## src/rtl/core/erd_pkg.sv

```systemverilog
// Package for the entity reference decoder: item types, status codes,
// sizing constants and the named entity table. No dependencies.
`default_nettype none

package erd_pkg;

  // Longest name held before the entity is replayed as too long
  localparam int MAX_NAME     = 16;
  // Rows of the table that take part in matching
  localparam int ENTITY_COUNT = 58;
  localparam int TABLE_ROWS   = 54;
  localparam int ROWS         = (ENTITY_COUNT < TABLE_ROWS) ? ENTITY_COUNT : TABLE_ROWS;

  localparam int LEN_W  = $clog2(MAX_NAME + 1);
  localparam int ADDR_W = $clog2(MAX_NAME);

  localparam logic [15:0] CH_AMP  = 16'h0026;
  localparam logic [15:0] CH_SEMI = 16'h003B;
  localparam logic [15:0] CH_HASH = 16'h0023;
  localparam logic [15:0] CH_D0   = 16'h0030;
  localparam logic [15:0] CH_D9   = 16'h0039;

  typedef enum logic [1:0] {
    ST_OK      = 2'd0,
    ST_UNKNOWN = 2'd1,
    ST_UNTERM  = 2'd2,
    ST_LONG    = 2'd3
  } erd_status_t;

  typedef enum logic [1:0] {
    S_IDLE,
    S_BODY,
    S_TAIL
  } erd_state_t;

  typedef struct packed {
    logic [15:0] char_code;
    logic        string_end;
  } erd_in_t;

  typedef struct packed {
    logic [15:0] out_char;
    erd_status_t status;
    logic        run_last;
    logic        out_string_end;
  } erd_out_t;

  // One step of the name matcher
  typedef struct packed {
    logic             start;
    logic             step;
    logic [15:0]      ch;
    logic [LEN_W-1:0] pos;
  } erd_mstep_t;

  // Names, right-aligned ASCII as written
  localparam logic [63:0] ENT_NAME [TABLE_ROWS] = '{
    "quot", "amp", "apos", "hyphen", "period",
    "mdash", "lsquo", "rsquo", "ldquo", "rdquo", "hellip",
    "copy", "reg", "trade", "bull", "sect", "ndash",
    "dagger", "micro", "para", "eacute", "Ccedil", "ccedil",
    "egrave", "nbsp", "shy", "deg", "radic", "check",
    "cross", "Delta", "alpha", "beta", "gamma", "delta",
    "lambda", "pi", "infin", "ne", "AElig", "aelig",
    "OElig", "oelig", "sup1", "sup2", "sup3", "frac14",
    "frac12", "frac34", "plusmn", "there4", "times", "divide",
    "euro"
  };

  localparam logic [15:0] ENT_CODE [TABLE_ROWS] = '{
    16'h0022, 16'h0026, 16'h0027, 16'h002D, 16'h002E,
    16'h2014, 16'h2018, 16'h2019, 16'h201C, 16'h201D, 16'h2026,
    16'h00A9, 16'h00AE, 16'h2122, 16'h2022, 16'h00A7, 16'h2013,
    16'h2020, 16'h00B5, 16'h00B6, 16'h00E9, 16'h00C7, 16'h00E7,
    16'h00E8, 16'h00A0, 16'h00AD, 16'h00B0, 16'h221A, 16'h2713,
    16'h2717, 16'h2206, 16'h03B1, 16'h03B2, 16'h03B3, 16'h03B4,
    16'h03BB, 16'h03C0, 16'h221E, 16'h2260, 16'h00C6, 16'h00E6,
    16'h0152, 16'h0153, 16'h00B9, 16'h00B2, 16'h00B3, 16'h00BC,
    16'h00BD, 16'h00BE, 16'h00B1, 16'h2234, 16'h00D7, 16'h00F7,
    16'h20AC
  };

  // Reorder a right-aligned name so that its first character sits in byte 0
  function automatic logic [63:0] erd_norm(input logic [63:0] s);
    logic [63:0] t;
    int          n;
    t = '0;
    n = 0;
    for (int i = 0; i < 8; i++) begin
      if (s[8*i +: 8] != 8'd0) n = i + 1;
    end
    for (int i = 0; i < 8; i++) begin
      if (i < n) t[8*i +: 8] = s[8*(n-1-i) +: 8];
    end
    return t;
  endfunction

endpackage

`default_nettype wire

```

## src/rtl/core/erd_ram.sv

```systemverilog
// Simple dual-port RAM with registered read data, one write and one read port.
// Standalone; holds the buffered entity name.
`default_nettype none

module erd_ram #(
  parameter int DEPTH = 16,
  parameter int WIDTH = 16
) (
  input  logic                     clk,
  input  logic                     we,
  input  logic [$clog2(DEPTH)-1:0] waddr,
  input  logic [WIDTH-1:0]         wdata,
  input  logic                     re,
  input  logic [$clog2(DEPTH)-1:0] raddr,
  output logic [WIDTH-1:0]         rdata
);

  logic [WIDTH-1:0] mem [DEPTH];

  // Write port
  always_ff @(posedge clk) begin
    if (we) mem[waddr] <= wdata;
  end

  // Read port, registered read data
  always_ff @(posedge clk) begin
    if (re) rdata <= mem[raddr];
  end

endmodule

`default_nettype wire

```

## src/rtl/core/erd_match.sv

```systemverilog
// Incremental name matcher: tracks per table row whether the name so far is
// a prefix of, or equal to, that row's name. Depends on erd_pkg.
`default_nettype none

module erd_match (
  input  logic               clk,
  input  logic               rst_n,
  input  erd_pkg::erd_mstep_t mstep,
  output logic               hit,
  output logic [15:0]        code
);
  import erd_pkg::*;

  logic [ROWS-1:0] pre_r;
  logic [ROWS-1:0] full_r;
  wire  [ROWS-1:0] pre_nxt;
  wire  [ROWS-1:0] full_nxt;
  wire  [15:0]     cand [ROWS];
  logic            pos_ok;
  logic [2:0]      pos3;
  logic [2:0]      pos_n;

  // Only the first seven positions can ever match
  assign pos_ok = mstep.pos < LEN_W'(7);
  assign pos3   = mstep.pos[2:0];
  assign pos_n  = pos3 + 3'd1;

  // Compare the new character against each row at the current position
  for (genvar r = 0; r < ROWS; r++) begin : g_row
    localparam logic [63:0] TXT = erd_norm(ENT_NAME[r]);
    wire [7:0] ch_here = TXT[8*pos3 +: 8];
    wire [7:0] ch_next = TXT[8*pos_n +: 8];
    wire       keep    = pre_r[r] && pos_ok && (ch_here != 8'd0) &&
                         (mstep.ch == {8'd0, ch_here});
    assign pre_nxt[r]  = mstep.start ? 1'b1 : (mstep.step ? keep : pre_r[r]);
    assign full_nxt[r] = mstep.start ? 1'b0 :
                         (mstep.step ? (keep && ch_next == 8'd0) : full_r[r]);
    assign cand[r]     = full_r[r] ? ENT_CODE[r] : 16'd0;
  end

  always_ff @(posedge clk) begin
    if (!rst_n) begin
      pre_r  <= '0;
      full_r <= '0;
    end else begin
      pre_r  <= pre_nxt;
      full_r <= full_nxt;
    end
  end

  // At most one row is full, so OR the candidates together
  always_comb begin
    code = 16'd0;
    for (int r = 0; r < ROWS; r++) begin
      code = code | cand[r];
    end
  end

  assign hit = |full_r;

endmodule

`default_nettype wire

```

## src/rtl/core/entity_reference_decoder.sv

```systemverilog
// Top level of the entity reference decoder. Depends on erd_pkg, erd_ram
// and erd_match.
`default_nettype none

// Decodes character entity references in a stream of 16-bit characters.
// Text characters and entities that resolve (named or '#'-decimal) give
// one result each. An '&' that opens an entity gives no result, and nor
// does each name character after it. A failed entity is replayed from the
// name buffer. '&' is loaded into the output register when the item that
// ends the entity is accepted. The first name character follows once the
// read is issued and the buffer's registered read port has returned it.
// After that the replay gives one result per cycle while the output is not
// stalled, and ends with the trailing ';' or overflow character if there is
// one. The input is stalled until the last result of the replay is loaded.
// The name buffer needs no clearing after reset, and the decoder takes
// items from the first cycle on.
module entity_reference_decoder (
  input  logic              clk,
  input  logic              rst_n,
  input  logic              in_valid,
  output logic              in_stall,
  input  erd_pkg::erd_in_t  in_item,
  output logic              out_valid,
  input  logic              out_stall,
  output erd_pkg::erd_out_t out_item
);
  import erd_pkg::*;

  erd_state_t       state_r, state_nxt;
  logic             in_ent_r;
  logic [LEN_W-1:0] len_r;
  logic [15:0]      num_r;
  logic             num_ok_r;
  logic [LEN_W-1:0] rp_cnt_r;
  logic [LEN_W-1:0] rp_idx_r;
  logic             rd_vld_r;
  erd_status_t      rp_stat_r;
  logic [15:0]      rp_tail_r;
  logic             rp_has_tail_r;
  logic             rp_end_r;
  logic             out_vld_r;
  erd_out_t         out_r, out_nxt;

  logic             out_free, acc, take, rd_en, tail_go, last_entry, out_load;
  logic [15:0]      c;
  logic             e, is_amp, is_semi, is_digit, full;
  logic             act_enter, act_append, act_exit, act_emit, act_replay;
  logic [15:0]      emit_ch;
  erd_status_t      emit_st, rp_st;
  logic [15:0]      rp_tail;
  logic             rp_has_tail;
  logic [LEN_W-1:0] rp_cnt;
  logic [15:0]      rdata;
  logic             m_hit;
  logic [15:0]      m_code;
  erd_mstep_t       mstep;

  assign c          = in_item.char_code;
  assign e          = in_item.string_end;
  assign is_amp     = c == CH_AMP;
  assign is_semi    = c == CH_SEMI;
  assign is_digit   = (c >= CH_D0) && (c <= CH_D9);
  assign full       = len_r == LEN_W'(MAX_NAME);
  assign out_free   = !out_vld_r || !out_stall;
  assign acc        = in_valid && !in_stall;
  assign last_entry = rp_idx_r == rp_cnt_r;

  // Decode what an accepted item does
  always_comb begin
    act_enter   = 1'b0;
    act_append  = 1'b0;
    act_exit    = 1'b0;
    act_emit    = 1'b0;
    act_replay  = 1'b0;
    emit_ch     = c;
    emit_st     = ST_OK;
    rp_st       = ST_UNKNOWN;
    rp_tail     = CH_SEMI;
    rp_has_tail = 1'b1;
    rp_cnt      = len_r;
    if (!in_ent_r) begin
      if (is_amp && !e) begin
        act_enter = 1'b1;
      end else begin
        act_emit = 1'b1;
        emit_st  = is_amp ? ST_UNTERM : ST_OK;
      end
    end else if (is_semi) begin
      act_exit = 1'b1;
      if (len_r > LEN_W'(1) && num_ok_r) begin
        act_emit = 1'b1;
        emit_ch  = num_r;
      end else if (m_hit) begin
        act_emit = 1'b1;
        emit_ch  = m_code;
      end else begin
        act_replay = 1'b1;
      end
    end else if (full) begin
      act_exit   = 1'b1;
      act_replay = 1'b1;
      rp_st      = ST_LONG;
      rp_tail    = c;
    end else begin
      act_append = 1'b1;
      if (e) begin
        act_exit    = 1'b1;
        act_replay  = 1'b1;
        rp_st       = ST_UNTERM;
        rp_has_tail = 1'b0;
        rp_cnt      = len_r + LEN_W'(1);
      end
    end
  end

  // Next state
  always_comb begin
    state_nxt = state_r;
    case (state_r)
      S_IDLE: begin
        if (acc && act_replay) state_nxt = (rp_cnt == '0) ? S_TAIL : S_BODY;
      end
      S_BODY: begin
        if (take && last_entry) state_nxt = rp_has_tail_r ? S_TAIL : S_IDLE;
      end
      S_TAIL: begin
        if (out_free) state_nxt = S_IDLE;
      end
      default: state_nxt = S_IDLE;
    endcase
  end

  // State outputs
  always_comb begin
    in_stall = 1'b1;
    take     = 1'b0;
    rd_en    = 1'b0;
    tail_go  = 1'b0;
    case (state_r)
      S_IDLE: begin
        in_stall = !out_free;
      end
      S_BODY: begin
        take  = rd_vld_r && out_free;
        rd_en = !last_entry && (!rd_vld_r || take);
      end
      S_TAIL: begin
        tail_go = out_free;
      end
      default: begin
        in_stall = 1'b1;
      end
    endcase
  end

  always_ff @(posedge clk) begin
    if (!rst_n) state_r <= S_IDLE;
    else        state_r <= state_nxt;
  end

  // Entity tracking state
  always_ff @(posedge clk) begin
    if (!rst_n) begin
      in_ent_r <= 1'b0;
      len_r    <= '0;
      num_r    <= 16'd0;
      num_ok_r <= 1'b1;
    end else if (acc) begin
      if (act_enter) begin
        in_ent_r <= 1'b1;
        len_r    <= '0;
        num_r    <= 16'd0;
        num_ok_r <= 1'b1;
      end
      if (act_exit) in_ent_r <= 1'b0;
      if (act_append) begin
        len_r <= len_r + LEN_W'(1);
        if (len_r == '0) begin
          num_ok_r <= c == CH_HASH;
          num_r    <= 16'd0;
        end else if (is_digit) begin
          num_r <= {num_r[12:0], 3'b000} + {num_r[14:0], 1'b0} + {12'd0, c[3:0]};
        end else begin
          num_ok_r <= 1'b0;
        end
      end
    end
  end

  // Replay bookkeeping
  always_ff @(posedge clk) begin
    if (!rst_n) begin
      rd_vld_r <= 1'b0;
      rp_idx_r <= '0;
      rp_cnt_r <= '0;
    end else begin
      if (acc && act_replay) begin
        rp_idx_r <= '0;
        rp_cnt_r <= rp_cnt;
      end else if (rd_en) begin
        rp_idx_r <= rp_idx_r + LEN_W'(1);
      end
      if (rd_en)     rd_vld_r <= 1'b1;
      else if (take) rd_vld_r <= 1'b0;
    end
  end

  always_ff @(posedge clk) begin
    if (acc && act_replay) begin
      rp_stat_r     <= rp_st;
      rp_tail_r     <= rp_tail;
      rp_has_tail_r <= rp_has_tail;
      rp_end_r      <= e;
    end
  end

  // Name buffer
  erd_ram #(
    .DEPTH (MAX_NAME),
    .WIDTH (16)
  ) u_name_ram (
    .clk   (clk),
    .we    (acc && act_append),
    .waddr (len_r[ADDR_W-1:0]),
    .wdata (c),
    .re    (rd_en),
    .raddr (rp_idx_r[ADDR_W-1:0]),
    .rdata (rdata)
  );

  // Table matcher
  assign mstep.start = acc && act_enter;
  assign mstep.step  = acc && act_append;
  assign mstep.ch    = c;
  assign mstep.pos   = len_r;

  erd_match u_match (
    .clk   (clk),
    .rst_n (rst_n),
    .mstep (mstep),
    .hit   (m_hit),
    .code  (m_code)
  );

  // Select what goes into the output register
  always_comb begin
    out_load = 1'b0;
    out_nxt  = out_r;
    if (acc && act_replay) begin
      out_load = 1'b1;
      out_nxt  = erd_out_t'{out_char: CH_AMP, status: rp_st, run_last: 1'b0,
                            out_string_end: 1'b0};
    end else if (acc && act_emit) begin
      out_load = 1'b1;
      out_nxt  = erd_out_t'{out_char: emit_ch, status: emit_st, run_last: 1'b1,
                            out_string_end: e};
    end else if (take) begin
      out_load = 1'b1;
      out_nxt  = erd_out_t'{out_char: rdata, status: rp_stat_r,
                            run_last: last_entry && !rp_has_tail_r,
                            out_string_end: last_entry && !rp_has_tail_r && rp_end_r};
    end else if (tail_go) begin
      out_load = 1'b1;
      out_nxt  = erd_out_t'{out_char: rp_tail_r, status: rp_stat_r, run_last: 1'b1,
                            out_string_end: rp_end_r};
    end
  end

  // Output register
  always_ff @(posedge clk) begin
    if (!rst_n)        out_vld_r <= 1'b0;
    else if (out_load) out_vld_r <= 1'b1;
    else if (!out_stall) out_vld_r <= 1'b0;
  end

  always_ff @(posedge clk) begin
    if (out_load) out_r <= out_nxt;
  end

  assign out_valid = out_vld_r;
  assign out_item  = out_r;

endmodule

`default_nettype wire

```

## config.mk

```make
export PLATFORM = sky130hd
export DESIGN_NAME = entity_reference_decoder
export DESIGN_NICKNAME = d
export VERILOG_FILES = /design/src/rtl/core/erd_pkg.sv /design/src/rtl/core/erd_ram.sv /design/src/rtl/core/erd_match.sv /design/src/rtl/core/entity_reference_decoder.sv
export SDC_FILE = /design/constraint.sdc
export NUM_CORES = 1
export LEC_CHECK = 0
export ABC_AREA = 0
export BUFFER_PORTS_ARGS = -buffer_cell sky130_fd_sc_hd__buf_2
export CORE_ASPECT_RATIO = 0.8
export CORE_MARGIN = 8
export CORE_UTILIZATION = 45
export DETAILED_ROUTE_END_ITERATION = 10
export HOLD_SLACK_MARGIN = 0.08
export PLACE_DENSITY = 0.69
export SLEW_MARGIN = 20
export SYNTH_ARGS = -nofsm -noshare
export SYNTH_HDL_FRONTEND = slang
export SYNTH_SLANG_ARGS = --single-unit
```

## constraint.sdc

```tcl
create_clock -name clk -period 6.2 [get_ports clk]
set_clock_uncertainty 0.1 [all_clocks]
set_input_delay 0 -clock clk [delete_from_list [all_inputs] [get_ports clk]]
set_output_delay 0 -clock clk [all_outputs]
set_load 0.01 [all_outputs]
```

==> results list, run 1 <==
* Flip-flop and latch count after synthesis: 457
- Of the synthesized area, sequential elements account for 0.529.
- For this run, global-route usage on met2 was measured as 0.398.
- CTS Buf Count: 47
- Setup violations remaining at the end of the flow were counted as 0.
- Async set-reset flop share out of synthesis: 0
- Post-CTS Resized: 0
* Count of input and output buffers: 42
* Pins over their slew limit: 0
- Number of warnings reported in the yosys synthesis log: 0
* Highest clock rate: 199 MHz
- The number of antenna violations at the first check in global routing was 4.
- First drt pass iteration count: 6
* Clk Latency, worst-skew pair: 0.61 ns
* Layout-stage area growth over the synthesis result: 11.7%
* Peak supply drop: 0.180 mV
* Die area: 59200 um2
* Critical Setup Path Class: register to register
- After synthesis, the netlist uses 96 different library cells.
- CP Launch Type: register
- Drt drc: 0
- Along the worst path, the maximum fanout reaches 25.
- Synthesized instance count: 2043
* Final nets: 2112
* First-pass GRT wire length: 122 mm
* Die X-Extent: 270 um
- In this run the cell area of the synthesized design comes to 23200 um2.
* Vias: 18432
- The synthesized design contains 312 enable-type register cells.
- Synthesis produced a netlist with a net count of 2108.
* Number of routed nets with antenna violations: 0
- In this run the deepest clock path goes through 3 buffers.
- Most used flip-flop cell after synthesis: sky130_fd_sc_hd__edfxtp_1
- Share of the cycle needed by the critical path after routing: 0.810
* Final Instance Count excl. Fillers: 2770
* Number of inserted filler cells in the final layout: 4416
- Count of placed standard cells including taps: 2661
* Worst endpoint required time: 6.60 ns
- STA puts the critical path data arrival time at 5.42 ns.
* Fin. Hold Viols: 0
* Worst setup EP type: register
- Max-Slew Margin vs Limit: 0.170
- Total number of placement rows: 74
- DPL Wire Length: 55.3 mm
* Tightest Pin Transition: 1.23 ns
- The congestion estimate from routability-driven global placement came to 1.02.
- CTS placed an instance of sky130_fd_sc_hd__clkbuf_16 at the clock tree root.
- Total congestion overflow after global routing: 0
- I/O pin cnt: 43
- Post-Place Cell Area: 24100 um2
* Sequential cell area: 12300 um2
- Maximum level of the CTS H-tree: 2
- Commonest cells after routing, fill and taps aside: 312 x sky130_fd_sc_hd__edfxtp_1, 179 x sky130_fd_sc_hd__nor2_1, 142 x sky130_fd_sc_hd__dfxtp_1
- Most common library cell in the layout ignoring fill and taps: sky130_fd_sc_hd__edfxtp_1
* Run status: completed
- Entering global routing, the biggest net connects 59 pins.
- For this run, global-route usage on met3 was measured as 0.101.
* Average vias per placed instance: 6.65
- Multi-input logic area: 10300 um2
- The tree built by TritonCTS fans out to 457 sinks.
- Buffers inserted during post-CTS setup optimization: 0
- In this run the vertical extent of the chip is 219 um.
- Core area: 51000 um2
- Number of maximum-capacitance violations: 0
* Aggregate routed wire length: 84.0 mm
- The analysis attributes to cell leakage a power of 8.63 nW.
* Fraction of final layout cells with drive strength greater than 1: 0.146
- Register clock-pin slew on the reported worst setup and hold paths: 0.07 ns
* Clock tree from TritonCTS: done
- Post-layout minimum cycle time: 5.02 ns
- The via count of the first global-routing pass was 17682.
- Overall fraction of global-route tracks in use: 0.275
* Setup TNS: 0 ns
- Most utilized layer in the global route result: met2
- For this configuration, the core starts out at a cell density of 0.455.
* Met1 track demand over resource in global routing: 0.385
- 1st-iter DRT viols: 2987
- CTS hold repair buffers: 20
* Post-Synthesis Mean Instance Area: 11.4 um2
- Dividing total power by cell area gives a power density of 246 nW/um2.
- In the final routed layout, each cell accounts on average for 30.3 um.
* Setup repair after global routing missed its margin: no
- Type of the tightest min-delay check: primary input to register
* Post-route cell area: 25900 um2
-- worst max-delay path, cell delays in order (launching register included) --
cell	delay, ns
sky130_fd_sc_hd__dfxtp_1	0.33
sky130_fd_sc_hd__clkinv_1	0.26
sky130_fd_sc_hd__ha_1	0.30
sky130_fd_sc_hd__buf_4	0.22
sky130_fd_sc_hd__inv_1	0.31
sky130_fd_sc_hd__ha_1	0.58
sky130_fd_sc_hd__or3b_2	0.49
sky130_fd_sc_hd__a21oi_1	0.66
sky130_fd_sc_hd__nand3_1	0.30
sky130_fd_sc_hd__a2111oi_0	0.86
sky130_fd_sc_hd__o21ai_0	0.34
sky130_fd_sc_hd__nor2_1	0.16
-- cells in the mapped netlist, types with 14 or more instances --
cell	number	area, um2
sky130_fd_sc_hd__edfxtp_1	312	9370
sky130_fd_sc_hd__nor2_1	181	679
sky130_fd_sc_hd__dfxtp_1	145	2900
sky130_fd_sc_hd__nand2_1	126	473
sky130_fd_sc_hd__clkbuf_1	123	462
sky130_fd_sc_hd__a21oi_1	108	541
sky130_fd_sc_hd__nor3_1	107	536
sky130_fd_sc_hd__xnor2_1	86	753
sky130_fd_sc_hd__mux4_2	80	1800
sky130_fd_sc_hd__o21ai_0	63	315
sky130_fd_sc_hd__nand3_1	53	265
sky130_fd_sc_hd__nor4_1	46	288
sky130_fd_sc_hd__ha_1	42	526
sky130_fd_sc_hd__a22oi_1	36	270
sky130_fd_sc_hd__nand4_1	34	213
sky130_fd_sc_hd__mux2i_1	29	290
sky130_fd_sc_hd__buf_1	25	93.8
sky130_fd_sc_hd__or3_1	23	144
sky130_fd_sc_hd__a211oi_1	21	158
sky130_fd_sc_hd__inv_1	21	78.8
sky130_fd_sc_hd__nor2b_1	21	131
sky130_fd_sc_hd__or4_1	21	158
sky130_fd_sc_hd__o22ai_1	19	119
sky130_fd_sc_hd__and2_1	17	106
sky130_fd_sc_hd__and3_1	17	106
sky130_fd_sc_hd__nand2b_1	15	93.8
sky130_fd_sc_hd__o31ai_1	15	113
sky130_fd_sc_hd__a31oi_1	14	87.6
-- logic make-up (layout without fill, tap and decap cells) --
family | after synthesis | count (layout) | synth area share
compound gates | 410 | 410 | 0.121
xor+xnor | 97 | 97 | 0.0366
fa+ha+maj | 44 | 44 | 0.0244
buf+inv | 190 | 232 | 0.0321
flops | 457 | 457 | 0.529
mux | 113 | 113 | 0.0920
other cells | 0 | 1 | 0
simple gates | 732 | 732 | 0.165
-- metal layers --
layer / vias to the layer above / routed length, um
li1: 7894 / -
met2: 1226 / 35100
met3: 187 / 11800
met1: 9119 / 34700
met5: - / 37
met4: 6 / 2380
-- per-stage QoR --
step	utilization	total power, mW	worst slack (ns)	hold WS (ns)
floorplan	-	3.46	1.95	-0.00113
global placement	0.473	3.58	1.20	0.297
global route	0.508	6.51	0.995	0.178
detailed placement	0.473	3.58	1.23	0.298
CTS	0.507	6.40	1.27	0.0975
finish	0.508	6.38	1.18	0.183
-- report_power, final --
group          leakage [nW]  internal (mW)  switching [mW]  total, mW
Combinational          3.86         0.0753           0.204      0.280
Clock                 0.755           1.59            1.25       2.84
Sequential             4.01           3.26         0.00304       3.26
Total                  8.63           4.92            1.46       6.38
-- path summary, 6_finish.rpt --
kind	from	endpoint	slack, ns	depth (start not counted)
max	len_r[0]$_SDFFE_PN0P_	u_match.pre_r[28]$_SDFFE_PN0P_	1.18	11
min	in_item[3]	out_item[6]$_SDFFCE_PP1P_	0.18	3
max reg2reg	len_r[0]$_SDFFE_PN0P_	u_match.pre_r[28]$_SDFFE_PN0P_	1.18	11
min reg2reg	u_match.full_r[33]$_SDFFE_PP0P_	u_match.full_r[33]$_SDFFE_PP0P_	0.36	2
-- final cells by class --
cell class                 count  share of cell area
antenna                        1           0.0000965
clock buffer                  66              0.0512
clock inverter                21             0.00825
inverter                      26             0.00376
multi-input combinational   1396               0.397
sequential                   457               0.474
tap                          684              0.0330
timing repair buffer         119              0.0326
-- flip-flops by register name (all words and copies together), names as in the netlist, 16 cells and up --
register and cells:
u_match.full_r 54, num_r 16, out_item 20, rp_tail_r 16, u_match.pre_r 54, u_name_ram.mem 256, u_name_ram.rdata 16
Power figures use the tool's default switching activity.
==> inputs of run 2 (changes only) <==
clock period = 5.21 ns   (was 6.2 ns; I/O delays follow)
==> run 2 against run 1 <==
Net effect:
- count of clock-buffer cells in the layout is 4 lower
- cell area is 1.0% higher
- setup slack worse by 0.90 ns
- highest routed layer unchanged
- non-clock buffer count is 28 higher
- clock power is 25% higher
- register-to-register slack worse by 0.90 ns
- critical endpoint is now u_match.full_r[49]$_SDFFE_PP0P_
- total power is 22% higher
- wire length is 0.80% higher
- critical path depth is 3 lower
- combinational power is 20% higher
- first-iteration DRC count is 4.1% lower
- largest cell class unchanged
==> results list, run 2 (synthesis results as in run 1) <==
- Root cell of the clock tree: sky130_fd_sc_hd__clkbuf_16 (unchanged)
* 1st-iter DRT viols: 2866 (was 2987)
* Initial core utilization: 0.455 (unchanged)
- Largest regs: u_name_ram.mem x256, u_match.full_r x54, u_match.pre_r x54 (unchanged)
* Die X-Extent: 270 um (unchanged)
- Share of the cycle needed by the critical path after routing: 0.946 (was 0.810)
- First drt pass iteration count: 6 (unchanged)
* Post-layout minimum cycle time: 4.93 ns (was 5.02 ns)
- Drt drc: 0 (unchanged)
* CP Launch Type: register (unchanged)
- Setup repair after global routing missed its margin: no (unchanged)
- The die area is 59200 um2 (unchanged).
- The via count normalized by instance count was 6.72 (was 6.65).
- Critical Setup Path Class: register to register (unchanged)
* CTS sink cnt: 457 (unchanged)
- The worst setup slack for register-to-register paths came to 0.28 ns (was 1.18 ns).
- The largest fanout on the critical path was 29 (was 25).
- Total congestion overflow after global routing: 0 (unchanged)
* Power density over the cells: 296 nW/um2 (was 246 nW/um2)
- Most flops, register: u_name_ram.mem (unchanged)
* I/O pin cnt: 43 (unchanged)
- The CTS tree was done (unchanged).
- The total routing resource utilization after global routing is 0.279 (was 0.275).
- The worst-margin pin slew is 1.16 ns (was 1.23 ns).
* Number of maximum-capacitance violations: 0 (unchanged)
- The most common cell after layout, fill and taps aside is sky130_fd_sc_hd__edfxtp_1 (unchanged).
* Type of the tightest min-delay check: primary input to register (unchanged)
* Post-route worst setup slack: 0.279 ns (was 1.18 ns)
- The post-layout total power was 7.76 mW (was 6.38 mW).
- Run status: completed (unchanged).
- Post-CTS Resized: 0 (unchanged)
- The number of antenna violations at the first check in global routing was 3 (was 4).
- The total via count in the routed design was 18780 (was 18432).
- The pin count of the biggest net entering global routing came to 70 (was 59).
- The fraction of layout instances using a drive strength above 1 is 0.160 (was 0.146).
- N_diodes: 0 (was 1)
- The number of nets in the finished design was 2139 (was 2112).
- DPL Wire Length: 56.7 mm (was 55.3 mm)
- The maximum operating frequency was 203 MHz (was 199 MHz).
- Total number of placement rows: 74 (unchanged)
* Vias in the first global route: 17698 (was 17682)
- Routed wire per std cell: 30.3 um (about the same)
- The area of the placeable core was 51000 um2 (unchanged).
* Peak supply drop: 0.234 mV (was 0.180 mV)
- The worst endpoint required time was 5.65 ns (was 6.60 ns).
* Fin. Hold Viols: 0 (unchanged)
- The post-route non-filler standard cell count is 2794 (was 2770).
* First-pass GRT wire length: 124 mm (was 122 mm)
- Pins over their slew limit: 0 (unchanged)
- Worst setup EP type: register (unchanged)
- Worst Path Arrival: 5.37 ns (was 5.42 ns)
* Last weighted congestion value of the routability-driven placer: 1.00 (was 1.02)
- Post-placement worst setup slack: 0.623 ns (was 1.23 ns)
- Number of routed nets with antenna violations: 0 (unchanged)
* Max-Slew Margin vs Limit: 0.225 (was 0.170)
- The number of flip-flops in the largest register is 256 (unchanged).
- Final hold slack: 0.241 ns (was 0.183 ns)
* Buffers inserted during post-CTS setup optimization: 0 (unchanged)
- The static power due to leakage came to 8.80 nW (was 8.63 nW).
- The number of buffers added by the clock tree synthesis step was 46 (was 47).
- The height of the chip is 219 um (unchanged).
- Clk Latency, worst-skew pair: 0.62 ns (was 0.61 ns)
* Number of inserted filler cells in the final layout: 4383 (was 4416)
- Aggregate routed wire length: 84.6 mm (was 84.0 mm)
- Commonest cells after routing, fill and taps aside: 312 x sky130_fd_sc_hd__edfxtp_1, 179 x sky130_fd_sc_hd__nor2_1, 141 x sky130_fd_sc_hd__dfxtp_1 (was 312 x sky130_fd_sc_hd__edfxtp_1, 179 x sky130_fd_sc_hd__nor2_1, 142 x sky130_fd_sc_hd__dfxtp_1).
- The deepest level of the CTS H-tree came to 2 (unchanged).
- CTS hold repair buffers: 21 (was 20)
* Layout-stage area growth over the synthesis result: 12.8% (was 11.7%)
- Count of placed standard cells including taps: 2689 (was 2661)
- The maximum buffer depth of the clock tree was 3 (unchanged).
- Register clock-pin slew on the reported worst setup and hold paths: 0.07 ns (about the same)
- The count of buffers inserted at the top-level ports was 42 (unchanged).
- Core occupancy in the finished layout: 0.513 (was 0.508)
* Number of failing setup endpoints in the final timing report: 0 (unchanged)
==> run 2: final cells by class <==
type | count | area (um2) | area share
clock buffer | 62 | 1290 | 0.0494
inverter | 26 | 97.6 | 0.00373
tap | 684 | 856 | 0.0327
sequential | 457 | 12300 | 0.469
multi-input combinational | 1396 | 10300 | 0.393
clock inverter | 22 | 322 | 0.0123
timing repair buffer | 147 | 1050 | 0.0400
==> run 2: per-stage QoR <==
step / TNS [ns] / area [um2]
after detailed placement: 0 / 24400
after floorplan: 0 / 23200
final: 0 / 26200
after global routing: 0 / 26200
after CTS: 0 / 26200
after global placement: -0.0266 / 24300
==> run 2: metal layers <==
| metal | GRT usage | wire, um | vias up |
|---|---|---|---|
| li1 | - | - | 7963 |
| met3 | 0.0789 | 11100 | 207 |
| met5 | 0 | 25 | - |
| met2 | 0.407 | 35400 | 1293 |
| met1 | 0.397 | 35200 | 9313 |
| met4 | 0.0939 | 2940 | 4 |
==> run 2: worst paths after layout <==
kind | from | end | cells after the start
max | len_r[0]$_SDFFE_PN0P_ | u_match.full_r[49]$_SDFFE_PP0P_ | 8
min | in_item[10] | u_name_ram.mem[7][9]$_DFFE_PP_ | 2
max reg2reg | len_r[0]$_SDFFE_PN0P_ | u_match.full_r[49]$_SDFFE_PP0P_ | 8
min reg2reg | u_match.full_r[13]$_SDFFE_PP0P_ | u_match.full_r[13]$_SDFFE_PP0P_ | 2
==> run 2: where the power goes <==
group	switching [mW]	internal [mW]	total, mW
clock network	1.48	2.06	3.54
logic	0.245	0.0918	0.336
registers	0.00359	3.88	3.88
total	1.73	6.03	7.76
==> run 2: worst max-delay path, cell delays in order, from the launching register on <==
cell and delay [ns]:
sky130_fd_sc_hd__dfxtp_1 0.33, sky130_fd_sc_hd__buf_4 0.39, sky130_fd_sc_hd__ha_1 0.58, sky130_fd_sc_hd__inv_1 0.18, sky130_fd_sc_hd__ha_1 0.90, sky130_fd_sc_hd__nand4_1 0.55, sky130_fd_sc_hd__nor3_1 0.99, sky130_fd_sc_hd__nand4_1 0.57
sky130_fd_sc_hd__a21oi_1 0.27
